`src/design/lrusc_pkg.sv`:
```
package lrusc_pkg;

    // Field widths fixed by the interface
    localparam int REQ_W      = 3;
    localparam int KEY_W      = 64;
    localparam int STS_W      = 16;
    localparam int STAMP_W    = 32;
    localparam int CFG_IDX_W  = 8;
    localparam int CFG_DATA_W = 32;
    localparam int S_TDATA_W  = 80;
    localparam int M_TDATA_W  = 24;

    // Request codes
    localparam logic [REQ_W-1:0] REQ_LOOKUP = 3'd0;
    localparam logic [REQ_W-1:0] REQ_FILL   = 3'd1;
    localparam logic [REQ_W-1:0] REQ_CLEAR  = 3'd2;
    localparam logic [REQ_W-1:0] REQ_INVAL  = 3'd3;
    localparam logic [REQ_W-1:0] REQ_TICK   = 3'd4;

    // Configuration register indexes and reset values
    localparam logic [CFG_IDX_W-1:0] CFG_EXPIRY  = 8'd0;
    localparam logic [CFG_IDX_W-1:0] CFG_TIMEOUT = 8'd1;
    localparam logic [STAMP_W-1:0]   EXPIRY_RST  = 32'd30;
    localparam logic [STS_W-1:0]     TIMEOUT_RST = 16'hFFFF;
    localparam logic [STAMP_W-1:0]   STAMP_MAX   = 32'hFFFF_FFFF;

    // Controller to datapath commands
    typedef struct packed {
        logic capture;   // latch the incoming transaction
        logic eval;      // register match, empty and expired searches
        logic act;       // apply the request
        logic scan_clr;  // restart the least recently used scan
        logic scan;      // advance the scan
        logic fill_lru;  // write the fill into the scan winner
        logic load_out;  // move the result into the output register
    } cmd_t;

    // Datapath to controller status
    typedef struct packed {
        logic [REQ_W-1:0] req;
        logic             drop;
        logic             fill_ready;
        logic             scan_done;
        logic             out_free;
    } stat_t;

endpackage

```
`src/design/lrusc_ctrl.sv`:
```
module lrusc_ctrl (
    input  logic              aclk,
    input  logic              aresetn,
    input  logic              s_tvalid,
    output logic              s_tready,
    input  lrusc_pkg::stat_t  stat,
    output lrusc_pkg::cmd_t   cmd
);

    typedef enum logic [5:0] {
        ST_IDLE = 6'b000001,
        ST_EVAL = 6'b000010,
        ST_ACT  = 6'b000100,
        ST_SCAN = 6'b001000,
        ST_FILL = 6'b010000,
        ST_DONE = 6'b100000
    } state_t;

    state_t state_reg, state_next;

    // Sequence one transaction through the datapath
    always_comb begin
        state_next = state_reg;
        cmd        = '0;
        s_tready   = 1'b0;
        unique case (state_reg)
            ST_IDLE: begin
                s_tready = 1'b1;
                if (s_tvalid) begin
                    cmd.capture = 1'b1;
                    state_next  = ST_EVAL;
                end
            end
            ST_EVAL: begin
                cmd.eval   = 1'b1;
                state_next = ST_ACT;
            end
            ST_ACT: begin
                cmd.act = 1'b1;
                if (stat.req == lrusc_pkg::REQ_FILL && !stat.drop && !stat.fill_ready) begin
                    cmd.scan_clr = 1'b1;
                    state_next   = ST_SCAN;
                end else begin
                    state_next = ST_DONE;
                end
            end
            ST_SCAN: begin
                cmd.scan = 1'b1;
                if (stat.scan_done) begin
                    state_next = ST_FILL;
                end
            end
            ST_FILL: begin
                cmd.fill_lru = 1'b1;
                state_next   = ST_DONE;
            end
            ST_DONE: begin
                if (stat.out_free) begin
                    cmd.load_out = 1'b1;
                    state_next   = ST_IDLE;
                end
            end
            default: begin
                state_next = ST_IDLE;
            end
        endcase
    end

    always_ff @(posedge aclk) begin
        if (!aresetn) begin
            state_reg <= ST_IDLE;
        end else begin
            state_reg <= state_next;
        end
    end

endmodule

```
`src/design/lrusc_dp.sv`:
```
module lrusc_dp #(
    parameter int ENTRIES  = 16,
    parameter int KEY_BITS = 64
) (
    input  logic                               aclk,
    input  logic                               aresetn,
    input  logic [lrusc_pkg::REQ_W-1:0]        in_req,
    input  logic [lrusc_pkg::KEY_W-1:0]        in_key,
    input  logic [lrusc_pkg::STS_W-1:0]        in_status,
    input  logic                               cfg_valid,
    input  logic [lrusc_pkg::CFG_IDX_W-1:0]    cfg_index,
    input  logic [lrusc_pkg::CFG_DATA_W-1:0]   cfg_data,
    input  logic                               m_tready,
    output logic                               m_tvalid,
    output logic [lrusc_pkg::M_TDATA_W-1:0]    m_tdata,
    input  lrusc_pkg::cmd_t                    cmd,
    output lrusc_pkg::stat_t                   stat
);

    localparam int IDX_W = (ENTRIES > 1) ? $clog2(ENTRIES) : 1;
    localparam int CNT_W = $clog2(ENTRIES + 1);
    localparam logic [CNT_W-1:0] SCAN_END = CNT_W'(ENTRIES);
    localparam int STS_W   = lrusc_pkg::STS_W;
    localparam int STAMP_W = lrusc_pkg::STAMP_W;

    // Captured transaction
    logic [lrusc_pkg::REQ_W-1:0] req_reg;
    logic [KEY_BITS-1:0]         key_reg;
    logic [STS_W-1:0]            stin_reg;

    // Configuration and global counters
    logic [STAMP_W-1:0] expiry_reg;
    logic [STS_W-1:0]   timeout_reg;
    logic [STAMP_W-1:0] use_cnt_reg;
    logic [STAMP_W-1:0] now_reg;

    // Entry lanes compared in parallel
    logic [ENTRIES-1:0]  valid_reg;
    logic [KEY_BITS-1:0] lane_key_reg [ENTRIES];
    logic [STAMP_W-1:0]  lane_ts_reg  [ENTRIES];

    // Entry memories
    logic [STS_W-1:0]   status_mem [ENTRIES];
    logic [STAMP_W-1:0] use_mem    [ENTRIES];
    logic [STS_W-1:0]   sts_rd_reg;
    logic [STAMP_W-1:0] use_rd_reg;

    // Search results
    logic             match_found_reg, live_reg, fill_ready_reg, drop_reg;
    logic [IDX_W-1:0] match_idx_reg, fill_idx_reg;

    // Least recently used scan
    logic [CNT_W-1:0]   scan_cnt_reg;
    logic               rd_vld_reg;
    logic [IDX_W-1:0]   rd_idx_reg;
    logic [STAMP_W-1:0] best_reg;
    logic [IDX_W-1:0]   best_idx_reg;

    // Result and output register
    logic                            res_hit_reg, res_sts_en_reg, res_stored_reg;
    logic                            m_tvalid_reg;
    logic [lrusc_pkg::M_TDATA_W-1:0] m_tdata_reg;

    logic [ENTRIES-1:0] match_vec, exp_vec;
    logic               m_found, e_found, x_found;
    logic [IDX_W-1:0]   m_idx, e_idx, x_idx;
    logic               lu_wr, fa_wr, fl_wr, fill_wr, any_wr;
    logic [IDX_W-1:0]   wr_idx;
    logic [STAMP_W-1:0] use_next;
    logic               scan_issue;

    // Search all lanes for key match, empty and expired slots
    always_comb begin
        m_found = 1'b0;
        e_found = 1'b0;
        x_found = 1'b0;
        m_idx   = '0;
        e_idx   = '0;
        x_idx   = '0;
        for (int i = 0; i < ENTRIES; i++) begin
            match_vec[i] = valid_reg[i] && (lane_key_reg[i] == key_reg);
            exp_vec[i]   = (now_reg - lane_ts_reg[i]) >= expiry_reg;
        end
        for (int i = ENTRIES - 1; i >= 0; i--) begin
            if (match_vec[i]) begin
                m_found = 1'b1;
                m_idx   = IDX_W'(i);
            end
            if (!valid_reg[i]) begin
                e_found = 1'b1;
                e_idx   = IDX_W'(i);
            end
            if (valid_reg[i] && exp_vec[i]) begin
                x_found = 1'b1;
                x_idx   = IDX_W'(i);
            end
        end
    end

    // Decode writes for this cycle
    always_comb begin
        lu_wr      = cmd.act && req_reg == lrusc_pkg::REQ_LOOKUP && live_reg;
        fa_wr      = cmd.act && req_reg == lrusc_pkg::REQ_FILL && !drop_reg && fill_ready_reg;
        fl_wr      = cmd.fill_lru;
        fill_wr    = fa_wr || fl_wr;
        any_wr     = lu_wr || fill_wr;
        use_next   = (use_cnt_reg == lrusc_pkg::STAMP_MAX) ? use_cnt_reg : use_cnt_reg + 1'b1;
        scan_issue = cmd.scan && (scan_cnt_reg != SCAN_END);
        priority if (fl_wr) begin
            wr_idx = best_idx_reg;
        end else if (fa_wr) begin
            wr_idx = fill_idx_reg;
        end else begin
            wr_idx = match_idx_reg;
        end
    end

    // Capture the transaction and the search results
    always_ff @(posedge aclk) begin
        if (cmd.capture) begin
            req_reg  <= in_req;
            key_reg  <= in_key[KEY_BITS-1:0];
            stin_reg <= in_status;
        end
        if (cmd.eval) begin
            match_found_reg <= m_found;
            match_idx_reg   <= m_idx;
            live_reg        <= |(match_vec & ~exp_vec);
            drop_reg        <= (stin_reg == timeout_reg);
            fill_ready_reg  <= m_found || e_found || x_found;
            priority if (m_found) begin
                fill_idx_reg <= m_idx;
            end else if (e_found) begin
                fill_idx_reg <= e_idx;
            end else begin
                fill_idx_reg <= x_idx;
            end
        end
    end

    // Configuration, time and use counters
    always_ff @(posedge aclk) begin
        if (!aresetn) begin
            expiry_reg  <= lrusc_pkg::EXPIRY_RST;
            timeout_reg <= lrusc_pkg::TIMEOUT_RST;
            use_cnt_reg <= '0;
            now_reg     <= '0;
        end else begin
            if (cfg_valid && cfg_index == lrusc_pkg::CFG_EXPIRY) begin
                expiry_reg <= cfg_data;
            end
            if (cfg_valid && cfg_index == lrusc_pkg::CFG_TIMEOUT) begin
                timeout_reg <= cfg_data[STS_W-1:0];
            end
            if (any_wr) begin
                use_cnt_reg <= use_next;
            end
            if (cmd.act && req_reg == lrusc_pkg::REQ_TICK) begin
                now_reg <= now_reg + 1'b1;
            end
        end
    end

    // Valid bits
    always_ff @(posedge aclk) begin
        if (!aresetn) begin
            valid_reg <= '0;
        end else if (cmd.act && req_reg == lrusc_pkg::REQ_INVAL) begin
            valid_reg <= '0;
        end else if (cmd.act && req_reg == lrusc_pkg::REQ_CLEAR && match_found_reg) begin
            valid_reg[match_idx_reg] <= 1'b0;
        end else if (fill_wr) begin
            valid_reg[wr_idx] <= 1'b1;
        end
    end

    // Lane keys and time stamps
    always_ff @(posedge aclk) begin
        if (any_wr) begin
            lane_ts_reg[wr_idx] <= now_reg;
        end
        if (fill_wr) begin
            lane_key_reg[wr_idx] <= key_reg;
        end
    end

    // Status and use stamp memories
    always_ff @(posedge aclk) begin
        if (fill_wr) begin
            status_mem[wr_idx] <= stin_reg;
        end
        if (any_wr) begin
            use_mem[wr_idx] <= use_next;
        end
        sts_rd_reg <= status_mem[match_idx_reg];
        use_rd_reg <= use_mem[scan_cnt_reg[IDX_W-1:0]];
    end

    // Walk the use stamps for the lowest one, lowest index on ties
    always_ff @(posedge aclk) begin
        if (!aresetn) begin
            scan_cnt_reg <= '0;
            rd_vld_reg   <= 1'b0;
        end else if (cmd.scan_clr) begin
            scan_cnt_reg <= '0;
            rd_vld_reg   <= 1'b0;
        end else if (cmd.scan) begin
            rd_vld_reg <= scan_issue;
            if (scan_issue) begin
                scan_cnt_reg <= scan_cnt_reg + 1'b1;
            end
        end
    end

    always_ff @(posedge aclk) begin
        if (scan_issue) begin
            rd_idx_reg <= scan_cnt_reg[IDX_W-1:0];
        end
        if (cmd.scan && rd_vld_reg && (rd_idx_reg == '0 || use_rd_reg < best_reg)) begin
            best_reg     <= use_rd_reg;
            best_idx_reg <= rd_idx_reg;
        end
    end

    // Result flags
    always_ff @(posedge aclk) begin
        if (cmd.capture) begin
            res_hit_reg    <= 1'b0;
            res_sts_en_reg <= 1'b0;
            res_stored_reg <= 1'b0;
        end else begin
            if (lu_wr) begin
                res_hit_reg    <= 1'b1;
                res_sts_en_reg <= 1'b1;
            end
            if (cmd.act && req_reg == lrusc_pkg::REQ_CLEAR && match_found_reg) begin
                res_hit_reg <= 1'b1;
            end
            if (fill_wr) begin
                res_stored_reg <= 1'b1;
            end
        end
    end

    // Output register: hold until the transaction is taken
    always_ff @(posedge aclk) begin
        if (!aresetn) begin
            m_tvalid_reg <= 1'b0;
        end else if (cmd.load_out) begin
            m_tvalid_reg <= 1'b1;
        end else if (m_tready) begin
            m_tvalid_reg <= 1'b0;
        end
    end

    always_ff @(posedge aclk) begin
        if (cmd.load_out) begin
            m_tdata_reg <= {6'b0, res_stored_reg,
                            res_sts_en_reg ? sts_rd_reg : {STS_W{1'b0}}, res_hit_reg};
        end
    end

    assign m_tvalid = m_tvalid_reg;
    assign m_tdata  = m_tdata_reg;

    always_comb begin
        stat.req        = req_reg;
        stat.drop       = drop_reg;
        stat.fill_ready = fill_ready_reg;
        stat.scan_done  = (scan_cnt_reg == SCAN_END) && !rd_vld_reg;
        stat.out_free   = !m_tvalid_reg || m_tready;
    end

endmodule

```
`src/design/lru_status_cache_with_expiry_core.sv`:
```
// Channel   Handshake            Payload
// s_        s_tvalid/s_tready    s_tuser: req_type; s_tdata: key, status_in
// m_        m_tvalid/m_tready    m_tdata: hit, status_out, stored
// cfg_      cfg_valid/cfg_ready  cfg_index: register, cfg_data: value
//
// A request passes through capture, search, apply and output load steps. A fill
// that finds no matching, empty or expired slot walks the use stamp memory one
// entry a cycle between its apply and output load steps.
// One request is in flight at a time; the next is accepted while a result
// waits in the output register. A stalled m_ side holds the block in its
// output load step. Reset is synchronous, active low, and clears all valid bits.
module lru_status_cache_with_expiry_core #(
    parameter int ENTRIES  = 16,
    parameter int KEY_BITS = 64
) (
    input  logic                                  aclk,
    input  logic                                  aresetn,
    input  logic                                  s_tvalid,
    output logic                                  s_tready,
    input  logic [lrusc_pkg::S_TDATA_W-1:0]       s_tdata,   // key[63:0], status_in[79:64]
    input  logic [lrusc_pkg::REQ_W-1:0]           s_tuser,   // req_type[2:0]
    output logic                                  m_tvalid,
    input  logic                                  m_tready,
    output logic [lrusc_pkg::M_TDATA_W-1:0]       m_tdata,   // hit[0], status_out[16:1],
                                                             // stored[17], zero[23:18]
    input  logic                                  cfg_valid,
    output logic                                  cfg_ready,
    input  logic [lrusc_pkg::CFG_IDX_W-1:0]       cfg_index,
    input  logic [lrusc_pkg::CFG_DATA_W-1:0]      cfg_data
);

    lrusc_pkg::cmd_t  cmd;
    lrusc_pkg::stat_t stat;

    assign cfg_ready = 1'b1;

    lrusc_ctrl u_ctrl (
        .aclk     (aclk),
        .aresetn  (aresetn),
        .s_tvalid (s_tvalid),
        .s_tready (s_tready),
        .stat     (stat),
        .cmd      (cmd)
    );

    lrusc_dp #(
        .ENTRIES  (ENTRIES),
        .KEY_BITS (KEY_BITS)
    ) u_dp (
        .aclk      (aclk),
        .aresetn   (aresetn),
        .in_req    (s_tuser),
        .in_key    (s_tdata[63:0]),
        .in_status (s_tdata[79:64]),
        .cfg_valid (cfg_valid),
        .cfg_index (cfg_index),
        .cfg_data  (cfg_data),
        .m_tready  (m_tready),
        .m_tvalid  (m_tvalid),
        .m_tdata   (m_tdata),
        .cmd       (cmd),
        .stat      (stat)
    );

`ifndef SYNTHESIS
    // Only one request in flight
    a_one_in_flight: assert property (@(posedge aclk) disable iff (!aresetn)
        (s_tvalid && s_tready) |=> !s_tready)
        else $error("request accepted while another is in flight");

    // No result before the search and apply steps
    a_no_early_result: assert property (@(posedge aclk) disable iff (!aresetn)
        (s_tvalid && s_tready) |=> !cmd.load_out ##1 !cmd.load_out)
        else $error("result loaded before request was applied");

    // Result is loaded only into a free output register
    a_load_free: assert property (@(posedge aclk) disable iff (!aresetn)
        cmd.load_out |-> stat.out_free)
        else $error("output register overwritten");

    // Scan winner written only after the scan finished
    a_fill_after_scan: assert property (@(posedge aclk) disable iff (!aresetn)
        cmd.fill_lru |-> $past(stat.scan_done))
        else $error("fill written before scan completed");
`endif

endmodule

```
`config.mk`:
```
export PLATFORM = sky130hd
export DESIGN_NAME = lru_status_cache_with_expiry_core
export DESIGN_NICKNAME = d
export VERILOG_FILES = /design/src/design/lrusc_pkg.sv /design/src/design/lrusc_ctrl.sv /design/src/design/lrusc_dp.sv /design/src/design/lru_status_cache_with_expiry_core.sv
export SDC_FILE = /design/constraint.sdc
export NUM_CORES = 2
export LEC_CHECK = 0
export BUFFER_PORTS_ARGS = -buffer_cell sky130_fd_sc_hd__buf_2
export CAP_MARGIN = 40
export CORE_UTILIZATION = 45
export CTS_BUF_LIST = sky130_fd_sc_hd__clkbuf_8 sky130_fd_sc_hd__clkbuf_16
export CTS_CLUSTER_SIZE = 20
export DETAILED_ROUTE_END_ITERATION = 16
export MAX_ROUTING_LAYER = met4
export PLACE_DENSITY_LB_ADDON = 0.2
export SKIP_CTS_REPAIR_TIMING = 1
export SYNTH_ARGS = -nofsm -noshare
export SYNTH_HDL_FRONTEND = slang
export SYNTH_SLANG_ARGS = --single-unit
export TNS_END_PERCENT = 20
```
`constraint.sdc`:
```
create_clock -name aclk -period 14.14 [get_ports aclk]
set_input_delay 1.414 -clock aclk [delete_from_list [all_inputs] [get_ports aclk]]
set_output_delay 1.414 -clock aclk [all_outputs]
set_load 0.005 [all_outputs]
```
==> metrics.md <==
| Metric | Value |
|---|---|
| Status | finished clean |
| Number of buffers created by CTS | approximately 300 |
| Total half-perimeter wirelength after legalization and detailed placement | 299.9 mm |
| Total negative slack | 0 ns |
| Avg Vias per Cell | 5.956 |
| Worst Setup Slack, final | 6.423 ns |
| Cell types occupying the most area after synthesis | sky130_fd_sc_hd__edfxtp_1 53%, sky130_fd_sc_hd__ha_1 9.4%, sky130_fd_sc_hd__xnor2_1 5.1% |
| Pin count of the biggest net entering global routing | 65 |
| Root Driver | sky130_fd_sc_hd__clkbuf_16 |
| Worst Setup Path Type | reg -> reg |
| Category of the worst setup path capture point | flop |
| Die Area | between 300000 and 400000 um^2 |
| TritonCTS clock tree | built |
| GRT Util Overall | 0.2937 |
| Number of maximum-capacitance violations | 0 |
| Max VDD drop | around 0.00011 V |
| Leakage | about 60 nW |
| Area inside the core boundary | 306800 um^2 |
| Max Fanout on Critical Path | 19 |
| Least-Margin Pin Slew | around 1 ns |
| Distinct cell type count of the synthesized netlist | 96 |
| Share of layout cells above drive strength 1 | 0.1123 |
| Clock transition at the register clock pins on the worst setup and hold paths after CTS | 0.06 ns |
| Worst slew margin relative to its limit | 0.3491 |
| Worst hold path type | reg -> reg |
| CTS max path bufs | 4 |
| Slowest cell delay on critical path | 0.81 ns |
| Critical Path Start Type | flop |
| Seq cells post-synth | 2649 |
| List of most frequent post-synthesis cells | 2457 x sky130_fd_sc_hd__edfxtp_1, 1043 x sky130_fd_sc_hd__ha_1, 807 x sky130_fd_sc_hd__xnor2_1 |
| Routability cong. | between 0.9 and 1 |
| Sequential share of the synthesized area | 0.5576 |
| Pre-CTS setup slack | roughly 6.5 ns |
| Most frequent cell after synthesis | sky130_fd_sc_hd__edfxtp_1 |
| Clock Skew | about 0.11 ns |
| Clock period minus worst slack | approximately 7.7 ns |
| Yosys Warn Count | 0 |
| Area delta synth->final | 13.34% |
| Power density cells | between 100 and 150 nW/um^2 |
| Final-report setup violation count | 0 |
| Required time worst endpoint | 14.73 ns |
| Prevailing post-synth register cell | sky130_fd_sc_hd__edfxtp_1 |
| Critical-path cell with the highest stage delay | sky130_fd_sc_hd__a2111oi_0 |
| Fraction of registers with async set/reset | 0 |
| Die Span Y | about 560 um |
| Flip-flop count of the largest register, all copies and words added | about 1000 |
| Number of DRC violations after detailed routing | 0 |
| Worst hold margin | approximately 0.43 ns |
| Later-pin clock latency in the skew report | roughly 0.93 ns |
| Die X-Extent | 558.2 um |
| Post-synth top area share | 0.5300 |
| Data arrival at the endpoint of the critical path | around 8.3 ns |
| Most frequent cell on the critical path | sky130_fd_sc_hd__a21oi_1 |
| Setup repair after global routing missed its margin | no |
| First-pass iteration count of the detailed router | 8 |
| CTS H-tree lvls | 5 |
| Average size of a mapped cell | approximately 13 um^2 |
| Number of enable-type register cells in the synthesized netlist | ~2500 |
| Maximum operating frequency | 129.6 MHz |
| Area after DPL | 147600 um^2 |
| Detail Route Antenna Nets | 0 |
| Count of clock tree sinks | 2649 |
| Final Hold Violating Endpoints | 0 |
| DR WL/cell | roughly 28 um |
| Via count of the first global-routing pass | between 90000 and 100k |
| Part of the cycle the worst path needs | 0.5458 |
| Routed wire length | 451.2 mm |
| First-pass GRT wire length | ~640 mm |
| I/O pin total | 155 |
| Drt first-iter violations | 10490 |
| Synthesized area | about 140000 um^2 |
| Gate count of the mapped netlist | between 10000 and 15000 |
| Number of cell rows | approximately 200 |
| Via count | 95060 |
| Total congestion overflow | 0 |
| Final layout net count | approximately 13000 |
| Layout Cell Area excl Fill | 157800 um^2 |
| Quantity of I/O buffers inserted on ports | ~150 |
| Antenna violations before repair | 30 |
| Cell type with the highest aggregate area in the netlist | sky130_fd_sc_hd__edfxtp_1 |
| Count of pins over their slew limit | 0 |
| Starting Density | 0.4537 |
cell families after synthesis:
logic type,Yosys count,synth area share
other,2,0.00005394
muxes,247,0.03934
adders and majority gates,1059,0.09604
xor gates and xnor gates,1312,0.08254
DFF,2649,0.5576
buffers and inverters,1067,0.02906
and+or+nand+nor,2797,0.1065
AOI/OAI and AO/OA,1882,0.08886
layout make-up:
| type | count | area [um^2] |
|---|---|---|
| fill | 26260 | 149000 |
| sequential | 2649 | 77640 |
| multi-input combinational | 7304 | 57790 |
| clock buffer | 327 | 7935 |
| tap | 4100 | 5130 |
| timing repair buffer | 515 | 3968 |
| inverter | 825 | 3120 |
| clock inverter | 221 | 2158 |
| antenna | 19 | 47.55 |
per-stage QoR:
stage | instances | util | total power, mW
after floorplan | 11020 | - | 9.163
after global placement | 15330 | 0.4784 | 9.585
after detailed placement | 15390 | 0.4811 | 9.594
after CTS | 15940 | 0.5140 | 17.55
after global routing | 15950 | 0.5142 | 17.89
final | 15960 | 0.5143 | 17.46
where the power goes:
group	internal (mW)	switching (mW)	leakage (nW)
registers	8.56	0.0466	25.6
clock network	4.67	3.34	5.16
logic	0.224	0.617	29.1
total	13.5	4.00	59.9
worst max-delay path: cells and delay by family, from the launching register on:
family	cells	cell delay, ns
compound gates	18	4.29
xor+xnor	1	0.14
simple gates	4	0.70
buf+inv	4	0.73
fa+ha+maj	3	0.89
flops	1	0.62
worst paths after layout:
path | from | to | slack, ns | cells past startpoint
max reg2reg | u_dp.now_reg[0] | u_dp.fill_idx_reg[2] | 6.42 | 30
min reg2reg | u_dp.res_stored_reg | u_dp.m_tdata[17] | 0.43 | 0
min | u_dp.res_stored_reg | u_dp.m_tdata[17] | 0.43 | 0
max | u_dp.now_reg[0] | u_dp.fill_idx_reg[2] | 6.42 | 30
cell usage in the layout (no fill, tap or decap), types with 152 or more instances in the layout:
cell,n
sky130_fd_sc_hd__a21o_1,335
sky130_fd_sc_hd__a21oi_1,525
sky130_fd_sc_hd__buf_2,155
sky130_fd_sc_hd__buf_4,328
sky130_fd_sc_hd__clkbuf_16,305
sky130_fd_sc_hd__dfxtp_1,186
sky130_fd_sc_hd__edfxtp_1,2457
sky130_fd_sc_hd__ha_1,1043
sky130_fd_sc_hd__inv_1,835
sky130_fd_sc_hd__mux4_2,240
sky130_fd_sc_hd__nand2_1,514
sky130_fd_sc_hd__nand2b_1,250
sky130_fd_sc_hd__nand3_1,199
sky130_fd_sc_hd__nand4_1,314
sky130_fd_sc_hd__nor2_1,517
sky130_fd_sc_hd__nor2b_1,188
sky130_fd_sc_hd__nor3_1,152
sky130_fd_sc_hd__nor4_1,241
sky130_fd_sc_hd__o21ai_0,215
sky130_fd_sc_hd__xnor2_1,805
sky130_fd_sc_hd__xor2_1,504
routing by layer:
metal / global-route usage / vias to the layer above / part of all wire
li1: - / 42480 / -
met1: 0.3777 / 47800 / 0.41
met2: 0.4652 / 3919 / 0.47
met3: 0.03885 / 853 / 0.070
met4: 0.1302 / 0 / 0.050
met5: - / - / 0
Power figures use the tool's default switching activity.
